[config.mk]
export PLATFORM = sky130hd
export DESIGN_NAME = lfsgd_ctrl
export DESIGN_NICKNAME = d
export VERILOG_FILES = /design/src/hw/rtl/lfsgd_pkg.sv /design/src/hw/rtl/lfsgd_ctrl.sv
export SDC_FILE = /design/constraint.sdc
export NUM_CORES = 1
export LEC_CHECK = 0
export ABC_AREA = 1
export BUFFER_PORTS_ARGS = -buffer_cell sky130_fd_sc_hd__buf_2
export CORE_ASPECT_RATIO = 0.8
export CORE_MARGIN = 2
export CORE_UTILIZATION = 49
export CTS_BUF_LIST = sky130_fd_sc_hd__clkbuf_4 sky130_fd_sc_hd__clkbuf_8
export CTS_CLUSTER_DIAMETER = 150
export DETAILED_ROUTE_END_ITERATION = 8
export GPL_TIMING_DRIVEN = 0
export PLACE_DENSITY = 0.78
export SLEW_MARGIN = 0
export SYNTH_ARGS = -nofsm -noshare
export SYNTH_HDL_FRONTEND = slang
export SYNTH_SLANG_ARGS = --single-unit
[constraint.sdc]
create_clock -name clock -period 1.3 [get_ports clock]
set_input_delay 0.26 -clock clock [delete_from_list [all_inputs] [get_ports clock]]
set_output_delay 0.26 -clock clock [all_outputs]
set_load 0.01 [all_outputs]
[src/hw/rtl/lfsgd_pkg.sv]
// Shared types, codes and helpers for the latent factor SGD update core.
`timescale 1ns / 1ps
package lfsgd_pkg;

   localparam int DefaultFactors  = 16;
   localparam int DefaultNumUsers = 1024;
   localparam int DefaultNumItems = 1024;

   localparam logic [1:0] OP_LOAD    = 2'd0;
   localparam logic [1:0] OP_PREDICT = 2'd1;
   localparam logic [1:0] OP_TRAIN   = 2'd2;
   localparam logic [1:0] OP_EPOCH   = 2'd3;

   localparam logic REG_INITIAL_RATE = 1'b0;
   localparam logic REG_REG_WEIGHT   = 1'b1;

   localparam logic [15:0] RATE_RESET   = 16'd655;
   localparam logic [15:0] WEIGHT_RESET = 16'd655;

   localparam logic STATUS_OK      = 1'b0;
   localparam logic STATUS_MISSING = 1'b1;

   typedef struct packed {
      logic in_ready;
      logic load_wr;
      logic clear_wr;
      logic acc_clr;
      logic dot_mul;
      logic dot_acc;
      logic eval;
      logic upd_cap;
      logic upd_a;
      logic upd_b;
      logic upd_c;
      logic upd_sel;
      logic upd_wr;
      logic epoch_a;
      logic epoch_b;
      logic res_ok_zero;
      logic res_miss;
      logic out_load;
   } lfsgd_cmd_type;

   typedef struct packed {
      logic       in_valid;
      logic [1:0] opcode;
      logic       missing;
      logic       out_free;
   } lfsgd_sts_type;

   function automatic logic signed [15:0] sat16(input logic signed [63:0] x);
      logic signed [15:0] r;
      if (x > 64'sd32767) begin
         r = 16'sh7FFF;
      end else if (x < -64'sd32768) begin
         r = 16'sh8000;
      end else begin
         r = x[15:0];
      end
      return r;
   endfunction

endpackage

[src/hw/rtl/lfsgd_ctrl.sv]
// Controller state machine of the latent factor SGD update core.
`timescale 1ns / 1ps
module lfsgd_ctrl
   import lfsgd_pkg::*;
#(
   parameter int FACTORS   = DefaultFactors,
   parameter int NUM_USERS = DefaultNumUsers,
   parameter int NUM_ITEMS = DefaultNumItems,
   localparam int KW       = (FACTORS > 1) ? $clog2(FACTORS) : 1,
   localparam int MAXD     = (NUM_USERS > NUM_ITEMS) ? NUM_USERS : NUM_ITEMS,
   localparam int CW       = $clog2(MAXD)
) (
   input  logic          clock,
   input  logic          reset,
   input  lfsgd_sts_type sts,
   output lfsgd_cmd_type cmd,
   output logic [KW-1:0] k_index,
   output logic [CW-1:0] clear_index
);
   localparam logic [3:0] S_CLEAR   = 4'd0;
   localparam logic [3:0] S_IDLE    = 4'd1;
   localparam logic [3:0] S_DECODE  = 4'd2;
   localparam logic [3:0] S_CHECK   = 4'd3;
   localparam logic [3:0] S_DOT_RD  = 4'd4;
   localparam logic [3:0] S_DOT_MUL = 4'd5;
   localparam logic [3:0] S_DOT_ACC = 4'd6;
   localparam logic [3:0] S_EVAL    = 4'd7;
   localparam logic [3:0] S_UPD_RD  = 4'd8;
   localparam logic [3:0] S_UPD_CAP = 4'd9;
   localparam logic [3:0] S_U_A     = 4'd10;
   localparam logic [3:0] S_U_B     = 4'd11;
   localparam logic [3:0] S_U_C     = 4'd12;
   localparam logic [3:0] S_I_A     = 4'd13;
   localparam logic [3:0] S_I_B     = 4'd14;
   localparam logic [3:0] S_I_C     = 4'd15;

   logic [3:0]    state_ff, state_in;
   logic [KW-1:0] k_ff, k_in;
   logic [CW-1:0] clr_ff, clr_in;
   logic          epoch_ff, epoch_in;
   logic          done_ff, done_in;
   logic          k_last;

   assign k_last = (k_ff == KW'(FACTORS - 1));

   always_comb begin
      state_in  = state_ff;
      k_in      = k_ff;
      clr_in    = clr_ff;
      epoch_in  = 1'b0;
      done_in   = done_ff;
      cmd       = '0;
      if (epoch_ff) begin
         cmd.epoch_b = 1'b1;
      end
      if (done_ff) begin
         if (sts.out_free) begin
            cmd.out_load = 1'b1;
            done_in      = 1'b0;
            state_in     = S_IDLE;
         end
      end else begin
         case (state_ff)
            S_CLEAR: begin
               cmd.clear_wr = 1'b1;
               clr_in       = clr_ff + CW'(1);
               if (clr_ff == CW'(MAXD - 1)) begin
                  state_in = S_IDLE;
               end
            end
            S_IDLE: begin
               cmd.in_ready = 1'b1;
               if (sts.in_valid) begin
                  state_in = S_DECODE;
               end
            end
            S_DECODE: begin
               case (sts.opcode)
                  OP_LOAD: begin
                     cmd.load_wr     = 1'b1;
                     cmd.res_ok_zero = 1'b1;
                     done_in         = 1'b1;
                  end
                  OP_EPOCH: begin
                     cmd.epoch_a     = 1'b1;
                     cmd.res_ok_zero = 1'b1;
                     epoch_in        = 1'b1;
                     done_in         = 1'b1;
                  end
                  default: begin
                     state_in = S_CHECK;
                  end
               endcase
            end
            S_CHECK: begin
               if (sts.missing) begin
                  cmd.res_miss = 1'b1;
                  done_in      = 1'b1;
               end else begin
                  cmd.acc_clr = 1'b1;
                  k_in        = '0;
                  state_in    = S_DOT_RD;
               end
            end
            S_DOT_RD: state_in = S_DOT_MUL;
            S_DOT_MUL: begin
               cmd.dot_mul = 1'b1;
               state_in    = S_DOT_ACC;
            end
            S_DOT_ACC: begin
               cmd.dot_acc = 1'b1;
               if (k_last) begin
                  state_in = S_EVAL;
               end else begin
                  k_in     = k_ff + KW'(1);
                  state_in = S_DOT_RD;
               end
            end
            S_EVAL: begin
               cmd.eval = 1'b1;
               k_in     = '0;
               if (sts.opcode == OP_TRAIN) begin
                  state_in = S_UPD_RD;
               end else begin
                  done_in = 1'b1;
               end
            end
            S_UPD_RD: state_in = S_UPD_CAP;
            S_UPD_CAP: begin
               cmd.upd_cap = 1'b1;
               state_in    = S_U_A;
            end
            S_U_A: begin
               cmd.upd_a = 1'b1;
               state_in  = S_U_B;
            end
            S_U_B: begin
               cmd.upd_b = 1'b1;
               state_in  = S_U_C;
            end
            S_U_C: begin
               cmd.upd_c = 1'b1;
               state_in  = S_I_A;
            end
            S_I_A: begin
               cmd.upd_a   = 1'b1;
               cmd.upd_sel = 1'b1;
               state_in    = S_I_B;
            end
            S_I_B: begin
               cmd.upd_b   = 1'b1;
               cmd.upd_sel = 1'b1;
               state_in    = S_I_C;
            end
            S_I_C: begin
               cmd.upd_c   = 1'b1;
               cmd.upd_sel = 1'b1;
               cmd.upd_wr  = 1'b1;
               if (k_last) begin
                  done_in = 1'b1;
               end else begin
                  k_in     = k_ff + KW'(1);
                  state_in = S_UPD_RD;
               end
            end
            default: state_in = S_IDLE;
         endcase
      end
   end

   always_ff @(posedge clock) begin
      if (reset) begin
         state_ff  <= S_CLEAR;
         k_ff      <= '0;
         clr_ff    <= '0;
         epoch_ff  <= 1'b0;
         done_ff   <= 1'b0;
      end else begin
         state_ff  <= state_in;
         k_ff      <= k_in;
         clr_ff    <= clr_in;
         epoch_ff  <= epoch_in;
         done_ff   <= done_in;
      end
   end

   assign k_index     = k_ff;
   assign clear_index = clr_ff;

   a_reset_clears: assert property (@(posedge clock) reset |=> state_ff == S_CLEAR)
      else $error("controller did not enter clearing pass after reset");
   a_transfer_decodes: assert property (@(posedge clock) disable iff (reset)
      (cmd.in_ready && sts.in_valid) |=> state_ff == S_DECODE)
      else $error("accepted transfer not decoded");
   a_out_free: assert property (@(posedge clock) disable iff (reset)
      cmd.out_load |-> sts.out_free)
      else $error("result loaded over a pending transfer");
endmodule

==> run summary <==
After synthesis, the mean cell area works out to 6.23 µm². TritonCTS built the clock tree. The die is 52.0 µm tall. The tools report the number of fill cells as 152. The flow ran to the end, but the final reports show violations. The area of all placed cells without fillers is 0.00226 mm², and the fraction of layout cells with a size suffix above 1 is 0.508. In this run, post-CTS hold repair placed 0 buffers. The cell area that synthesis handed to floorplanning was 0.00141 mm². The path class of the tightest hold or removal check is in2reg.

The first global-routing pass estimated 7440 µm of wire. After legalization and detailed placement, the total HPWL measured 2550 µm. STA classifies the critical path endpoint as a register. The highest fanout seen on the critical path came out at 6. The fraction of post-synthesis cell area in the top cell type by area works out to 0.283. The sequential element share of the synthesized area came out at 0.283.

The worst path needs 1690 ps of the cycle, external delays included. For the worst-skew pair, the clock arrives at the later sink with an insertion delay of 320 ps. Relative max-transition margin: 0.583. CTS placed an instance of sky130_fd_sc_hd__clkbuf_4 at the clock tree root. After detailed routing, the number of vias per cell comes to 5.56.

Initial antenna violation count: 0. Clock tree synthesis inserted a total of 3 buffers. The tools report the total track usage as 0.289. The final worst-path setup slack is -387 ps, and the number of iterations in the first detailed-routing pass is 5.

The share of flip-flops with an asynchronous set or reset after synthesis is 0, and the area used by sequential logic in the layout is 417 µm². The commonest cells after synthesis are 52 x sky130_fd_sc_hd__nand2_1, 38 x sky130_fd_sc_hd__nor2_1, 23 x sky130_fd_sc_hd__inv_1. Summing all multi-input logic gate instances after layout gives 0.00112 mm². The logs give 0 for the hold violation total from the final report and 303 for the number of placed instances with taps included.

The core area was 0.00274 mm²; the number of instances in the synthesized netlist was 227. The floorplan step set the die width to 64.1 µm. For this run, the number of Yosys warnings is 0. The weighted congestion reported at the end of routability-driven placement came out at 0.871. The worst setup path is of the reg2reg kind. The remaining antenna violation count was 0; the total of flip-flops plus latches after synthesis was 20. The total of buffers placed on input and output ports is 38. The largest total area in the synthesized netlist belongs to sky130_fd_sc_hd__dfxtp_1. After floorplanning, the core was divided into 17 placement rows.

The run gives 0.822 as the final core utilization. The clock tree buffer depth is 2, and the effective utilization at floorplan is 0.515. The number of ports placed on the die boundary was 39. The run gives 0.00333 mm² as the die footprint. Among the stages of the critical path, the cell type that occurs most often is sky130_fd_sc_hd__nand2_1.

The critical path goes through buf_6, nand2_2, inv_4, buf_4, nand3_1, nand2_1, nand2_1, nand2_4, nor2_4, o21ai_0, nor2_1. The max-slew violation total from the final report is 0. At the pin with the least slew margin, the transition time is 626 ps.

For this run, the leading register cell type out of synthesis is sky130_fd_sc_hd__dfxtp_1. In the post-synthesis netlist, the cell with the most instances is sky130_fd_sc_hd__nand2_1. The number of levels in the clock H-tree is 1. The required arrival time at the worst endpoint was 1510 ps. Ranked by total cell area, the synthesized netlist is headed by sky130_fd_sc_hd__dfxtp_1 28%, sky130_fd_sc_hd__nand2_1 14%, sky130_fd_sc_hd__nor2_1 10%. The tool flagged a number of max-cap violations equal to 0. The logs give 1.51 mV for the maximum vdd ir drop and 0 for the remaining global-route overflow. For the hold slack, the log shows 266 ps. The repair_antennas step left the layout with diodes totalling 0.

Clock-pin slew was measured on the worst setup and hold paths at 120 ps. The standby leakage power came out at 1.03 nW. The category of the worst setup path launch point was a register. Number of cells in the finished layout apart from fillers: 333.

The net count after synthesis is 239. Before CTS, the worst setup slack after placement is -205 ps. Setup violations remaining at the end of the flow were counted as 34. For the number of sinks driven by the clock tree, the log shows 20. The number of global-route vias before repair is 1620.

The slowest stage of the critical path belongs to the cell sky130_fd_sc_hd__dfxtp_2. Once placement finished, the instance area stood at 0.00170 mm². Timing would allow up to 0.593 GHz.

In the final routed layout, each cell accounts on average for 15.1 µm. The checks that failed: negative setup slack. For the total wire length, the log shows 5020 µm. The synthesized design contains 0 enable-type register cells. The DRC violations left is 0.

The area growth from synthesis to final layout is 59.6%. In this run the power density over the cells is 1370 mW/mm². The routed layout has 1851 vias. The largest stage delay on the critical path was 340 ps; the setup skew after layout was 10.9 ps. Detailed router's first-iteration violation count: 133. Entering global routing, the biggest net connects 12 pins. The run gives 308 as the number of nets in the finished design. Setup repair after global routing could not meet its margin everywhere.

The count of distinct cell types in the synthesized netlist is 28, and the worst endpoint data arrival time is 1890 ps. The post-route clock period utilization works out to 1.30.
-- flip-flops by register name (all words and copies together), names as in the netlist --
name         cells
epoch_ff         1
state_ff         4
done_ff          1
clear_index     10
k_index          4
-- power by group --
part | leakage, nW | total, mW | switching [mW] | internal (mW)
Clock | 0.0210 | 0.380 | 0.209 | 0.172
Sequential | 0.166 | 0.791 | 0.0927 | 0.698
Combinational | 0.840 | 1.93 | 1.08 | 0.845
-- cells by family (layout without fill, tap and decap cells) --
| family | after synthesis | in the layout | share of synthesized area |
|---|---|---|---|
| AND/OR/NAND/NOR | 129 | 129 | 0.425 |
| buffers and inverters | 37 | 105 | 0.105 |
| AO/OA/AOI/OAI | 33 | 33 | 0.124 |
| flip-flops | 20 | 20 | 0.283 |
| adder cells (fa/ha/maj) | 5 | 5 | 0.0442 |
| XOR/XNOR | 3 | 3 | 0.0186 |
-- worst max-delay path: cells and delay by family, from the launching register on --
family,cells,cell delay [ps]
AND/OR/NAND/NOR,7,610
AO/OA/AOI/OAI,1,230
flip-flops,1,340
buffers and inverters,3,380
-- cells in the final DEF (no fill, tap or decap), types with 3 or more instances in the layout --
cell type / synthesis / layout
sky130_fd_sc_hd__nor2_1: 38 / 29
sky130_fd_sc_hd__buf_4: 2 / 18
sky130_fd_sc_hd__inv_2: 7 / 5
sky130_fd_sc_hd__nand3_1: 11 / 8
sky130_fd_sc_hd__dfxtp_1: 20 / 13
sky130_fd_sc_hd__dfxtp_4: 0 / 3
sky130_fd_sc_hd__nor2_4: 3 / 12
sky130_fd_sc_hd__nor2_2: 5 / 5
sky130_fd_sc_hd__inv_4: 0 / 6
sky130_fd_sc_hd__nand2_2: 3 / 11
sky130_fd_sc_hd__nand2_4: 0 / 6
sky130_fd_sc_hd__nand2_1: 52 / 36
sky130_fd_sc_hd__nor3_2: 1 / 6
sky130_fd_sc_hd__a21oi_2: 1 / 3
sky130_fd_sc_hd__o21ai_2: 0 / 3
sky130_fd_sc_hd__nand4_1: 3 / 3
sky130_fd_sc_hd__a21oi_1: 21 / 18
sky130_fd_sc_hd__o21ai_1: 1 / 3
sky130_fd_sc_hd__clkbuf_4: 0 / 3
sky130_fd_sc_hd__dfxtp_2: 0 / 4
sky130_fd_sc_hd__buf_2: 2 / 37
sky130_fd_sc_hd__inv_1: 23 / 19
sky130_fd_sc_hd__o21ai_0: 8 / 3
sky130_fd_sc_hd__buf_6: 0 / 10
sky130_fd_sc_hd__nor3_1: 9 / 3
sky130_fd_sc_hd__ha_1: 5 / 3
-- layout make-up --
cell class,count,share of cell area
Multi-Input combinational cell,170,0.498
Timing Repair Buffer,64,0.196
Sequential cell,20,0.185
Inverter,32,0.0621
Buffer,5,0.0216
Tap cell,38,0.0211
Clock buffer,4,0.0161
-- worst paths after layout --
check / from / to / slack, ps / cells after the start
hold reg to reg: k_index[1]$_SDFFE_PP0P_ / k_index[1]$_SDFFE_PP0P_ / 520 / 2
hold / removal: sts[0] / state_ff[3]$_SDFFE_PP0P_ / 270 / 4
setup / recovery: state_ff[1]$_SDFFE_PP0P_ / state_ff[1]$_SDFFE_PP0P_ / -390 / 11
setup reg to reg: state_ff[1]$_SDFFE_PP0P_ / state_ff[1]$_SDFFE_PP0P_ / -390 / 11
-- repair_timing --
action	in CTS	in global routing
endpoints found under the setup margin	31	36
buffers inserted	19	7
pin swaps	16	19
cloned	1	0
gates resized for setup	49	38
-- layer usage --
| layer | up-vias | routed length (µm) | GRT usage |
|---|---|---|---|
| li1 | 856 | - | - |
| met1 | 846 | 1970 | 0.365 |
| met2 | 115 | 2340 | 0.470 |
| met3 | 34 | 474 | 0.0584 |
| met4 | 0 | 233 | 0.145 |
| met5 | - | 0 | 0 |
-- stage by stage --
stage	power, mW	setup TNS [ps]
5_1_grt	3.22	-10630
3_5_place_dp	1.79	-1940
3_3_place_gp	1.79	-1760
2_1_floorplan	1.54	-0.869
4_1_cts	2.66	-6550
6_report	3.10	-8750
No activity file was read; power rests on OpenSTA's default activity.
